`config.mk`:
```
export PLATFORM = sky130hd
export DESIGN_NAME = nbg_div
export DESIGN_NICKNAME = d
export VERILOG_FILES = /design/src/rtl/nbg_pkg.sv /design/src/rtl/nbg_div.sv
export SDC_FILE = /design/constraint.sdc
export NUM_CORES = 1
export LEC_CHECK = 0
export ABC_CLOCK_PERIOD_IN_PS = 9920
export BUFFER_PORTS_ARGS = -buffer_cell sky130_fd_sc_hd__buf_2
export CAP_MARGIN = 20
export CORE_AREA = 4 4 160 147
export DETAILED_ROUTE_END_ITERATION = 10
export DIE_AREA = 0 0 164 151
export PLACE_DENSITY_LB_ADDON = 0.25
export SLEW_MARGIN = 40
export SYNTH_ARGS = -nofsm -noshare
export SYNTH_HDL_FRONTEND = slang
export SYNTH_SLANG_ARGS = --single-unit
```
`constraint.sdc`:
```
create_clock -name clock -period 9.92 [get_ports clock]
set_clock_uncertainty 0.05 [all_clocks]
set_input_delay 0.992 -clock clock [delete_from_list [all_inputs] [get_ports clock]]
set_output_delay 0.992 -clock clock [all_outputs]
set_load 0.02 [all_outputs]
```
`src/rtl/nbg_pkg.sv`:
```
// nbg_pkg: types, constants and saturation helper for the n-body update block.
// No dependencies; used by every other file of the block but nbg_if.
package nbg_pkg;

   localparam int FRAC = 16;
   localparam int QW   = 63 - FRAC;
   localparam int TW   = 38;
   localparam int UW   = FRAC + 1;
   localparam int PW   = TW + UW;
   localparam int MW   = PW - FRAC;

   localparam logic [TW-1:0] TERM_CAP = {TW{1'b1}};
   localparam logic [63:0]   U_ONE    = 64'd1 << FRAC;

   localparam logic [31:0] GRAVITY_RESET = 32'd1000 << FRAC;
   localparam logic [10:0] COUNT_RESET   = 11'd1000;

   localparam logic OP_LOAD   = 1'b0;
   localparam logic OP_UPDATE = 1'b1;

   localparam logic REG_GRAVITY = 1'b0;
   localparam logic REG_COUNT   = 1'b1;

   localparam logic [1:0] LAST_AXIS = 2'd2;

   localparam logic signed [64:0] SAT_HI = 65'sd2147483647;
   localparam logic signed [64:0] SAT_LO = -65'sd2147483648;

   typedef enum logic [3:0] {
      ST_IDLE,
      ST_OWN_RD,
      ST_OWN_CAP,
      ST_FETCH,
      ST_DIFF,
      ST_SQ,
      ST_SQ_CHK,
      ST_SQRT_WAIT,
      ST_DIV_GO,
      ST_DIV_WAIT,
      ST_MUL,
      ST_ACC,
      ST_VEL,
      ST_POS,
      ST_DONE
   } nbg_state_type;

   typedef enum logic [1:0] {
      DK_Q,
      DK_T,
      DK_U
   } nbg_div_kind_type;

   typedef struct packed {
      logic busy;
      logic done;
   } nbg_unit_stat_type;

   // {clip, value}
   function automatic logic [32:0] sat32(input logic signed [64:0] v);
      logic [32:0] r;
      if (v > SAT_HI) begin
         r = {1'b1, 32'h7FFF_FFFF};
      end else if (v < SAT_LO) begin
         r = {1'b1, 32'h8000_0000};
      end else begin
         r = {1'b0, v[31:0]};
      end
      return r;
   endfunction

endpackage

```
`src/rtl/nbg_div.sv`:
```
// nbg_div: restoring divider, 64-bit dividend by 33-bit divisor, one quotient bit per cycle.
// Depends on nbg_pkg.
module nbg_div (
   input  logic                       clock,
   input  logic                       reset,
   input  logic                       start,
   input  logic [63:0]                dividend,
   input  logic [32:0]                divisor,
   output logic [63:0]                quotient,
   output nbg_pkg::nbg_unit_stat_type stat
);
   localparam int STEPS = 64;
   localparam int CW    = $clog2(STEPS + 1);

   logic [63:0]   quo_ff;
   logic [32:0]   rem_ff, rem_in;
   logic [32:0]   div_ff;
   logic [CW-1:0] cnt_ff;
   logic          done_ff;
   logic [33:0]   rem_sh;
   logic          ge;

   always_comb begin
      rem_sh = {rem_ff, quo_ff[63]};
      ge     = rem_sh >= {1'b0, div_ff};
      rem_in = ge ? 33'(rem_sh - {1'b0, div_ff}) : rem_sh[32:0];
   end

   always_ff @(posedge clock) begin
      if (reset) begin
         cnt_ff  <= '0;
         done_ff <= 1'b0;
      end else begin
         done_ff <= 1'b0;
         if (start) begin
            quo_ff <= dividend;
            rem_ff <= '0;
            div_ff <= divisor;
            cnt_ff <= CW'(STEPS);
         end else if (cnt_ff != '0) begin
            quo_ff <= {quo_ff[62:0], ge};
            rem_ff <= rem_in;
            cnt_ff <= cnt_ff - CW'(1);
            if (cnt_ff == CW'(1)) begin
               done_ff <= 1'b1;
            end
         end
      end
   end

   assign quotient  = quo_ff;
   assign stat.busy = cnt_ff != '0;
   assign stat.done = done_ff;
endmodule

```
==> flow_summary.toml <==
[sta]
fin_ws_ps = 6210
timing.final.crit_share_pct = 37.4
tns_ps = 0
rsz0062_at_grt = "false"
holdWs_ps = 441
slew_violations = 0
setup_viol = 0
final_hold_viol_count = 0
finalCriticalPeriod_ps = 3710
slew_headroom_pct = 47.2
max_freq_mhz = 270
tightestPinTransition_ps = 792

[global_routing]
grt_max_degree = 78
antenna_found_initial = 0
grt_pass1_wl_um = 29700
grt_util_all_layers_pct = 15.2
grt_pass1_vias = 5676
grt_overflow = 0

[route]
via_per_inst = 4.94
drc = 0
post_drt_wl_per_cell_um = 16.5
antenna_left = 0
vias = 5631
wl_um = 18800
drtIter0Drc = 321
drt_first_pass_iters = 5

[synthesis]
synthFlopType = "edfxtp_1"
ys_types = 68
yosysWarnings = 0
async_flop_share_pct = 0
synth-edff-count = 130
syn_area_per_cell_um2 = 11.5
syn_area_um2 = 7730
synth_cells = 671
syn-num-nets = 807
ys_seq_elements = 138
ys_seq_area_share_pct = 52.5

[place]
dpl.hpwl_um = 13800
dp.cells = 1107
place_congestion = 0.807
preCtsSetupSlack_ps = 6070
io_buffers = 165
place_area_um2 = 8830

[setup_path]
path_depth = 13
worstSetupEndpointType = "register"
r2r_end = "rem_ff[11]"
setup.worst_path.end = "rem_ff[11]"
r2r_start = "quotient[63]"
crit_buf_inv = 3
crit_path_frequent_cell = "inv_1"
crit_start = "quotient[63]"
startpoint_type = "register"
cp.arrival_ps = 3840
cp_slowest_cell = "a31o_1"
cp_max_fo = 17
crit_required_ps = 10050
reg2reg_slack_ps = 6210
cpPeakStageDelay_ps = 610
worst-r2r-cell-count = 13
crit_family = "compound AO/OA/AOI/OAI gates"
crit_chain = "inv_1, ha_1, inv_1, fa_1, a211oi_1, o21ai_1, a21o_1, o211a_1, nand3_1, a31o_1, buf_4, nor3b_1, o21a_1"
crit_type = "register to register"

[power_and_ir_drop]
power.leakage_nw = 3.90
finalPower_mw = 2.47
peakVddDrop_mv = 0.113
p_per_area_nw_per_um2 = 262

[clock_tree]
insertion_delay_ps = 430
cts_sinks = 138
post_cts_buffers = 0
clk_pin_slew_worst_paths_ps = 70
cts_tree = "done"
cts_resized = 0
cts_hold_buffers = 0
clk_path_buf_depth = 2
cts_root_buffer = "clkbuf_16"
numCtsBuffers = 17
htree_num_levels = 4

[floorplanning]
dieArea_um2 = 24800
io_pins = 166
die_x_um = 164
start_util_pct = 35.2
coreArea_um2 = 22000
die_h_um = 151
rows = 52

[status]
outcome = "finished, final reports clean"

[flow_run]
cap_viol_max_count = 0

[layout]
fillers = 2179
layout_commonest_cell = "buf_2"
layout.cells.non_filler = 1139
antenna_cells = 0
num-nets-final = 965
drive_gt1_share_pct = 33.6
layout_common_cells = "buf_2, edfxtp_1, mux2_2"
area.growth.synth_to_final_pct = 21.7
final_area_um2 = 9410
finish.utilization_pct = 42.8

[min_path]
holdCritPathClass = "register to register"
-- area by class of cell --
type	count	area, um^2	share of cell area [%]
Clock buffer	18	429	4.56
Clock inverter	14	150	1.60
Inverter	48	180	1.91
Multi-Input combinational cell	454	3330	35.4
Sequential cell	138	4060	43.2
Tap cell	297	372	3.95
Timing Repair Buffer	170	885	9.40
-- kinds of logic after synthesis --
family / count (synthesis) / synth area share [%]
flip-flops: 138 / 52.5
buffers and inverters: 79 / 4.69
adder cells (fa/ha/maj): 36 / 5.92
AND/OR/NAND/NOR: 171 / 10.7
multiplexers: 65 / 9.43
XOR/XNOR: 24 / 2.72
AO/OA/AOI/OAI: 158 / 14.0
-- tightest hold or removal path, stage by stage, from the launching register on --
cell,delay [ps]
dfxtp_1,310
o21ai_0,70
a21oi_1,60
-- report_power, final --
part	total [mW]	internal, mW	leakage, nW	switching [mW]
registers	0.854	0.792	1.32	0.0620
logic	0.975	0.383	2.30	0.592
clock network	0.635	0.356	0.276	0.279
total	2.47	1.53	3.90	0.933
-- how the worst min path moves through the flow --
stage | depth (start not counted) | endpoint | start
after detailed placement | 2 | cnt_ff[6] | cnt_ff[6]
after CTS | 2 | cnt_ff[6] | cnt_ff[6]
final | 2 | cnt_ff[6] | cnt_ff[6]
after global routing | 2 | cnt_ff[6] | cnt_ff[6]
after floorplan | 2 | cnt_ff[6] | cnt_ff[6]
after global placement | 2 | cnt_ff[6] | cnt_ff[6]
-- cell usage after synthesis (3+ instances only) --
cell,count,area share [%]
a211oi_1,9,0.87
a21o_1,16,1.6
a21o_2,3,0.34
a21oi_1,52,3.4
a21oi_2,3,0.34
a31o_1,4,0.45
and2_1,6,0.49
and3_1,4,0.32
and4_1,4,0.45
buf_2,10,0.65
buf_6,4,0.58
clkbuf_1,14,0.68
dfxtp_1,8,2.1
edfxtp_1,130,50
ha_1,35,5.7
inv_1,48,2.3
mux2_2,63,9.2
nand2_1,61,3.0
nand3_1,13,0.84
nand4_1,10,0.81
nor2_1,36,1.7
nor3_1,12,0.78
o211a_1,3,0.39
o21a_1,10,0.97
o21ai_0,14,0.91
o21ai_1,8,0.52
o21bai_1,5,0.49
o22ai_1,4,0.32
or3_1,9,0.73
xnor2_1,17,1.9
xor2_1,7,0.79
-- registers in the layout, summed over array words and instances, names as in the netlist --
register,cells
cnt_ff,7
div_ff,33
done_ff,1
quotient,64
rem_ff,33
-- metal layers --
layer  track usage (%)  wire length (um)
met1              20.4              8800
met5                 0                 0
met2              23.1              8240
met4              4.07               222
met3              5.71              1570
Power figures use the tool's default switching activity.
