File: src/rtl/nbg_pkg.sv
// nbg_pkg: types, constants and saturation helper for the n-body update block.
// No dependencies; used by every other file of the block but nbg_if.
package nbg_pkg;

   localparam int FRAC = 16;
   localparam int QW   = 63 - FRAC;
   localparam int TW   = 38;
   localparam int UW   = FRAC + 1;
   localparam int PW   = TW + UW;
   localparam int MW   = PW - FRAC;

   localparam logic [TW-1:0] TERM_CAP = {TW{1'b1}};
   localparam logic [63:0]   U_ONE    = 64'd1 << FRAC;

   localparam logic [31:0] GRAVITY_RESET = 32'd1000 << FRAC;
   localparam logic [10:0] COUNT_RESET   = 11'd1000;

   localparam logic OP_LOAD   = 1'b0;
   localparam logic OP_UPDATE = 1'b1;

   localparam logic REG_GRAVITY = 1'b0;
   localparam logic REG_COUNT   = 1'b1;

   localparam logic [1:0] LAST_AXIS = 2'd2;

   localparam logic signed [64:0] SAT_HI = 65'sd2147483647;
   localparam logic signed [64:0] SAT_LO = -65'sd2147483648;

   typedef enum logic [3:0] {
      ST_IDLE,
      ST_OWN_RD,
      ST_OWN_CAP,
      ST_FETCH,
      ST_DIFF,
      ST_SQ,
      ST_SQ_CHK,
      ST_SQRT_WAIT,
      ST_DIV_GO,
      ST_DIV_WAIT,
      ST_MUL,
      ST_ACC,
      ST_VEL,
      ST_POS,
      ST_DONE
   } nbg_state_type;

   typedef enum logic [1:0] {
      DK_Q,
      DK_T,
      DK_U
   } nbg_div_kind_type;

   typedef struct packed {
      logic busy;
      logic done;
   } nbg_unit_stat_type;

   // {clip, value}
   function automatic logic [32:0] sat32(input logic signed [64:0] v);
      logic [32:0] r;
      if (v > SAT_HI) begin
         r = {1'b1, 32'h7FFF_FFFF};
      end else if (v < SAT_LO) begin
         r = {1'b1, 32'h8000_0000};
      end else begin
         r = {1'b0, v[31:0]};
      end
      return r;
   endfunction

endpackage

File: src/rtl/nbg_isqrt.sv
// nbg_isqrt: bit-serial integer square root of a 64-bit value, one root bit per cycle.
// Depends on nbg_pkg.
module nbg_isqrt (
   input  logic                       clock,
   input  logic                       reset,
   input  logic                       start,
   input  logic [63:0]                value,
   output logic [31:0]                root,
   output nbg_pkg::nbg_unit_stat_type stat
);
   localparam int STEPS = 32;
   localparam int CW    = $clog2(STEPS + 1);

   logic [63:0]   val_ff;
   logic [33:0]   rem_ff, rem_in;
   logic [31:0]   root_ff, root_in;
   logic [CW-1:0] cnt_ff;
   logic          done_ff;
   logic [35:0]   rem_sh, trial;
   logic          ge;

   always_comb begin
      rem_sh  = {rem_ff, val_ff[63:62]};
      trial   = {2'b00, root_ff, 2'b01};
      ge      = rem_sh >= trial;
      rem_in  = ge ? 34'(rem_sh - trial) : rem_sh[33:0];
      root_in = {root_ff[30:0], ge};
   end

   always_ff @(posedge clock) begin
      if (reset) begin
         cnt_ff  <= '0;
         done_ff <= 1'b0;
      end else begin
         done_ff <= 1'b0;
         if (start) begin
            val_ff  <= value;
            rem_ff  <= '0;
            root_ff <= '0;
            cnt_ff  <= CW'(STEPS);
         end else if (cnt_ff != '0) begin
            val_ff  <= {val_ff[61:0], 2'b00};
            rem_ff  <= rem_in;
            root_ff <= root_in;
            cnt_ff  <= cnt_ff - CW'(1);
            if (cnt_ff == CW'(1)) begin
               done_ff <= 1'b1;
            end
         end
      end
   end

   assign root      = root_ff;
   assign stat.busy = cnt_ff != '0;
   assign stat.done = done_ff;
endmodule

File: config.mk
export PLATFORM = sky130hd
export DESIGN_NAME = nbg_isqrt
export DESIGN_NICKNAME = d
export VERILOG_FILES = /design/src/rtl/nbg_pkg.sv /design/src/rtl/nbg_isqrt.sv
export SDC_FILE = /design/constraint.sdc
export NUM_CORES = 1
export LEC_CHECK = 0
export BUFFER_PORTS_ARGS = -buffer_cell sky130_fd_sc_hd__buf_4
export CORE_MARGIN = 5
export CORE_UTILIZATION = 40
export DETAILED_ROUTE_END_ITERATION = 8
export GPL_TIMING_DRIVEN = 0
export PLACE_DENSITY = 0.61
export SYNTH_ARGS = -nofsm -noshare
export SYNTH_HDL_FRONTEND = slang
export SYNTH_SLANG_ARGS = --single-unit
File: constraint.sdc
create_clock -name clock -period 12.4 [get_ports clock]
set_input_delay 1.24 -clock clock [delete_from_list [all_inputs] [get_ports clock]]
set_output_delay 1.24 -clock clock [all_outputs]
set_load 0.02 [all_outputs]
==> metrics.md <==
| Metric | Value |
|---|---|
| Outcome | complete, no violations |
| Register area share after synthesis | between 50% and 60% |
| Number of global-route vias before repair | approximately 5,800 |
| Net Sw Frac | 36.5% |
| Remaining antenna violation count | 0 |
| Tot Pwr | 2.11 mW |
| CTS tree | yes |
| Num CTS Buffers | 17 |
| Count of final setup violators | 0 |
| Yosys top cell area share | around half |
| Core box area | between 15,000 and 20,000 µm² |
| Slew @ Worst Pin | 0.814 ns |
| Placed instance count | around 1,000 |
| Placed Area | roughly 8800 µm² |
| Crit. End Element | register |
| Synth warn | 0 |
| Effective utilization at floorplan | between 40% and 50% |
| Critical Path RT | approximately 13 ns |
| Die width | between 100 and 150 µm |
| Largest net degree at the start of global routing | 30 |
| DRT iter0 DRCs | around 410 |
| EDFF count, synth | 130 |
| WL final | between 15,000 and 20,000 µm |
| CTS Root Buffer Type | clkbuf_16 |
| Row cnt | 50 |
| DR WL/cell | 16.6 µm |
| RSZ-0062 raised after global routing | false |
| Die height | between 100 and 150 µm |
| Top area cells in the synthesized netlist | edfxtp_1, mux2_2, ha_1, nor2_1, mux2i_1 |
| P_int | 1.34 mW |
| Worst-Skew Late Latency | roughly 0.42 ns |
| Syn-to-layout area delta | 22.9% |
| Gate power share | around 44% |
| Global Route Usage Sum | 16.1% |
| GRT Residual Overflow | 0 |
| Register bit total from synthesis | 137 |
| CTS sink count | roughly 140 |
| Hold_buf cts | 0 |
| DRC | 0 |
| Share of power burned in registers | about a third |
| HP Class | reg2reg |
| Clock group share of total power | 24.1% |
| Sw power | approximately 0.77 mW |
| Clock-pin slew on the worst setup and hold paths | about 0.06 ns |
| Max FO, Critical Path | 26 |
| VDD IR-drop max | around 0.00011 V |
| PnR worst setup slack | about 8.9 ns |
| Fmax | 282 MHz |
| Synth area leader | edfxtp_1 |
| R2R depth | 11 |
| Fin. Hold Viols | 0 |
| Leakage | 3.75 nW |
| Fill cell count | 1,683 |
| CP Launch Type | input pin |
| First-pass GRT wire length | approximately 28,000 µm |
| Final HPWL DP | approximately 13,000 µm |
| Number of distinct library cells after synthesis | 55 |
| WHS Path Cells | 2 |
| Power Dens Cells | approximately 220 nW/µm² |
| RePlAce Congestion | ~0.97 |
| Die area | 22,000 µm² |
| Setup TNS Final | 0 ns |
| Nets | 899 |
| Max-Cap Viols | 0 |
| Clock Path Buffers | 2 |
| Hold slack | just over 0.5 ns |
| Post-layout util | around half |
| Dpl ws | 8.32 ns |
| Syn Area/Cell | 11.4 µm² |
| Post-Syn Area | ~7700 µm² |
| Drt first pass iters | 5 |
| Dominant synthesized flop cell | edfxtp_1 |
| Finished Layout Cells | between 1,000 and 1,500 |
| Max-slew headroom | approximately 46% |
| Number of antenna diodes | 0 |
| Setup bufs post-CTS | 0 |
| Htree depth | 4 |
| Gate Count Post-Synth | approximately 670 |
| Clock skew | about 0.0063 ns |
| FFs w/ async S/R, synth | 0% |
| Port Buffers | 99 |
| Syn Nets | 776 |
| Slew Viols, Final | 0 |
| Fin area | approximately 9400 µm² |
| Via count | 5,465 |
| Fin crit share | roughly 29% |
| Drt via density | about 5.2 |
| Layout cells sized above 1 | between 20% and 30% |
| Initial antenna violation count | 0 |
| IO Pins | 101 |
| Critical path class | in2reg |
| PostCTS Resize Cnt | 0 |
| Crit path DAT | about 3.7 ns |
| Crit path time final | between 3 and 4 ns |
## power groups by stage
| stage | combinational, mW | clock, mW | sequential [mW] |
|---|---|---|---|
| 3_5_place_dp | 0.914 | 0 | 0.691 |
| 3_3_place_gp | 0.883 | 0 | 0.709 |
| 5_1_grt | 1.02 | 0.543 | 0.693 |
| 4_1_cts | 0.921 | 0.523 | 0.684 |
| 2_1_floorplan | 0.676 | 0 | 0.708 |
| 6_report | 0.921 | 0.511 | 0.683 |
## cell usage after synthesis, types with 2 or more instances
| cell type | n |
|---|---|
| xor2_1 | 12 |
| nor2b_1 | 4 |
| o21ai_1 | 12 |
| a21o_1 | 8 |
| dfxtp_1 | 7 |
| buf_6 | 3 |
| nand2_1 | 32 |
| mux2_2 | 62 |
| ha_1 | 36 |
| o211ai_1 | 2 |
| edfxtp_1 | 130 |
| nor3_1 | 12 |
| buf_1 | 3 |
| mux2i_1 | 25 |
| nand3_1 | 16 |
| o21a_1 | 5 |
| and3_1 | 6 |
| o21bai_1 | 6 |
| and4_1 | 2 |
| a2111oi_0 | 3 |
| o31ai_1 | 3 |
| a21boi_0 | 4 |
| a211oi_1 | 2 |
| nor4_1 | 4 |
| a21oi_1 | 43 |
| a31oi_1 | 3 |
| and2_1 | 8 |
| a41oi_1 | 4 |
| inv_1 | 45 |
| a41o_1 | 2 |
| nand2b_1 | 4 |
| clkbuf_1 | 24 |
| xnor2_1 | 21 |
| nor2_1 | 77 |
| o21ai_0 | 17 |
| nand4_1 | 7 |
## per-layer routing
metal	vias up	global-route usage [%]	part of all wire [%]
met5	-	0	0
met4	0	5.50	1.9
met3	22	6.22	7.9
met2	159	26.0	47
met1	2584	19.7	43
li1	2700	-	-
## cell usage in the layout, fill, tap and decap left out, types with 16 or more instances in the layout
cell       Yosys  routed
o21ai_0       17      17
nand3_1       16      16
inv_1         45      45
mux2i_1       25      25
clkbuf_1      24      26
xnor2_1       21      21
a21oi_1       43      42
edfxtp_1     130     130
nor2_1        77      77
buf_4          1     100
nand2_1       32      32
ha_1          36      36
mux2_2        62      62
clkbuf_16      0      17
## kinds of logic (layout without fill, tap and decap cells)
group	Yosys count	after routing	share of synthesized area [%]
xor+xnor	33	33	3.77
compound gates	122	122	9.94
simple gates	180	180	11.1
fa+ha+maj	36	36	5.88
buf+inv	78	214	4.18
mux	87	87	12.4
flops	137	137	52.8
## layout make-up
| cell class | count | area (µm²) | area share [%] |
|---|---|---|---|
| timing repair buffer | 104 | 866 | 9.19 |
| sequential | 137 | 4040 | 42.9 |
| tap | 234 | 293 | 3.11 |
| inverter | 46 | 173 | 1.83 |
| buffer | 32 | 148 | 1.57 |
| multi-input combinational | 458 | 3310 | 35.2 |
| clock buffer | 19 | 433 | 4.60 |
| clock inverter | 13 | 151 | 1.61 |
## worst max-delay path, cell delays in order
cell and delay [ns]:
clkbuf_1 0.50, clkinv_1 0.57, a21oi_4 0.67, buf_12 0.28
buf_16 0.19, buf_16 0.18
## sequential cells by signal (all words and copies together) (netlist names)
signal,cells
cnt_ff,6
done_ff,1
rem_ff,34
root,32
val_ff,64
## path summary, 6_finish.rpt
check,start,end,slack [ns]
worst min register to register,cnt_ff[4]$_SDFFE_PP0P_,cnt_ff[4]$_SDFFE_PP0P_,0.51
worst max-delay path,start,root[7]$_SDFFCE_PP0P_,8.85
worst min-delay path,cnt_ff[4]$_SDFFE_PP0P_,cnt_ff[4]$_SDFFE_PP0P_,0.51
worst max register to register,root[0]$_SDFFCE_PP0P_,rem_ff[26]$_SDFFCE_PP0P_,9.21
(Power assumes the default switching activity.)
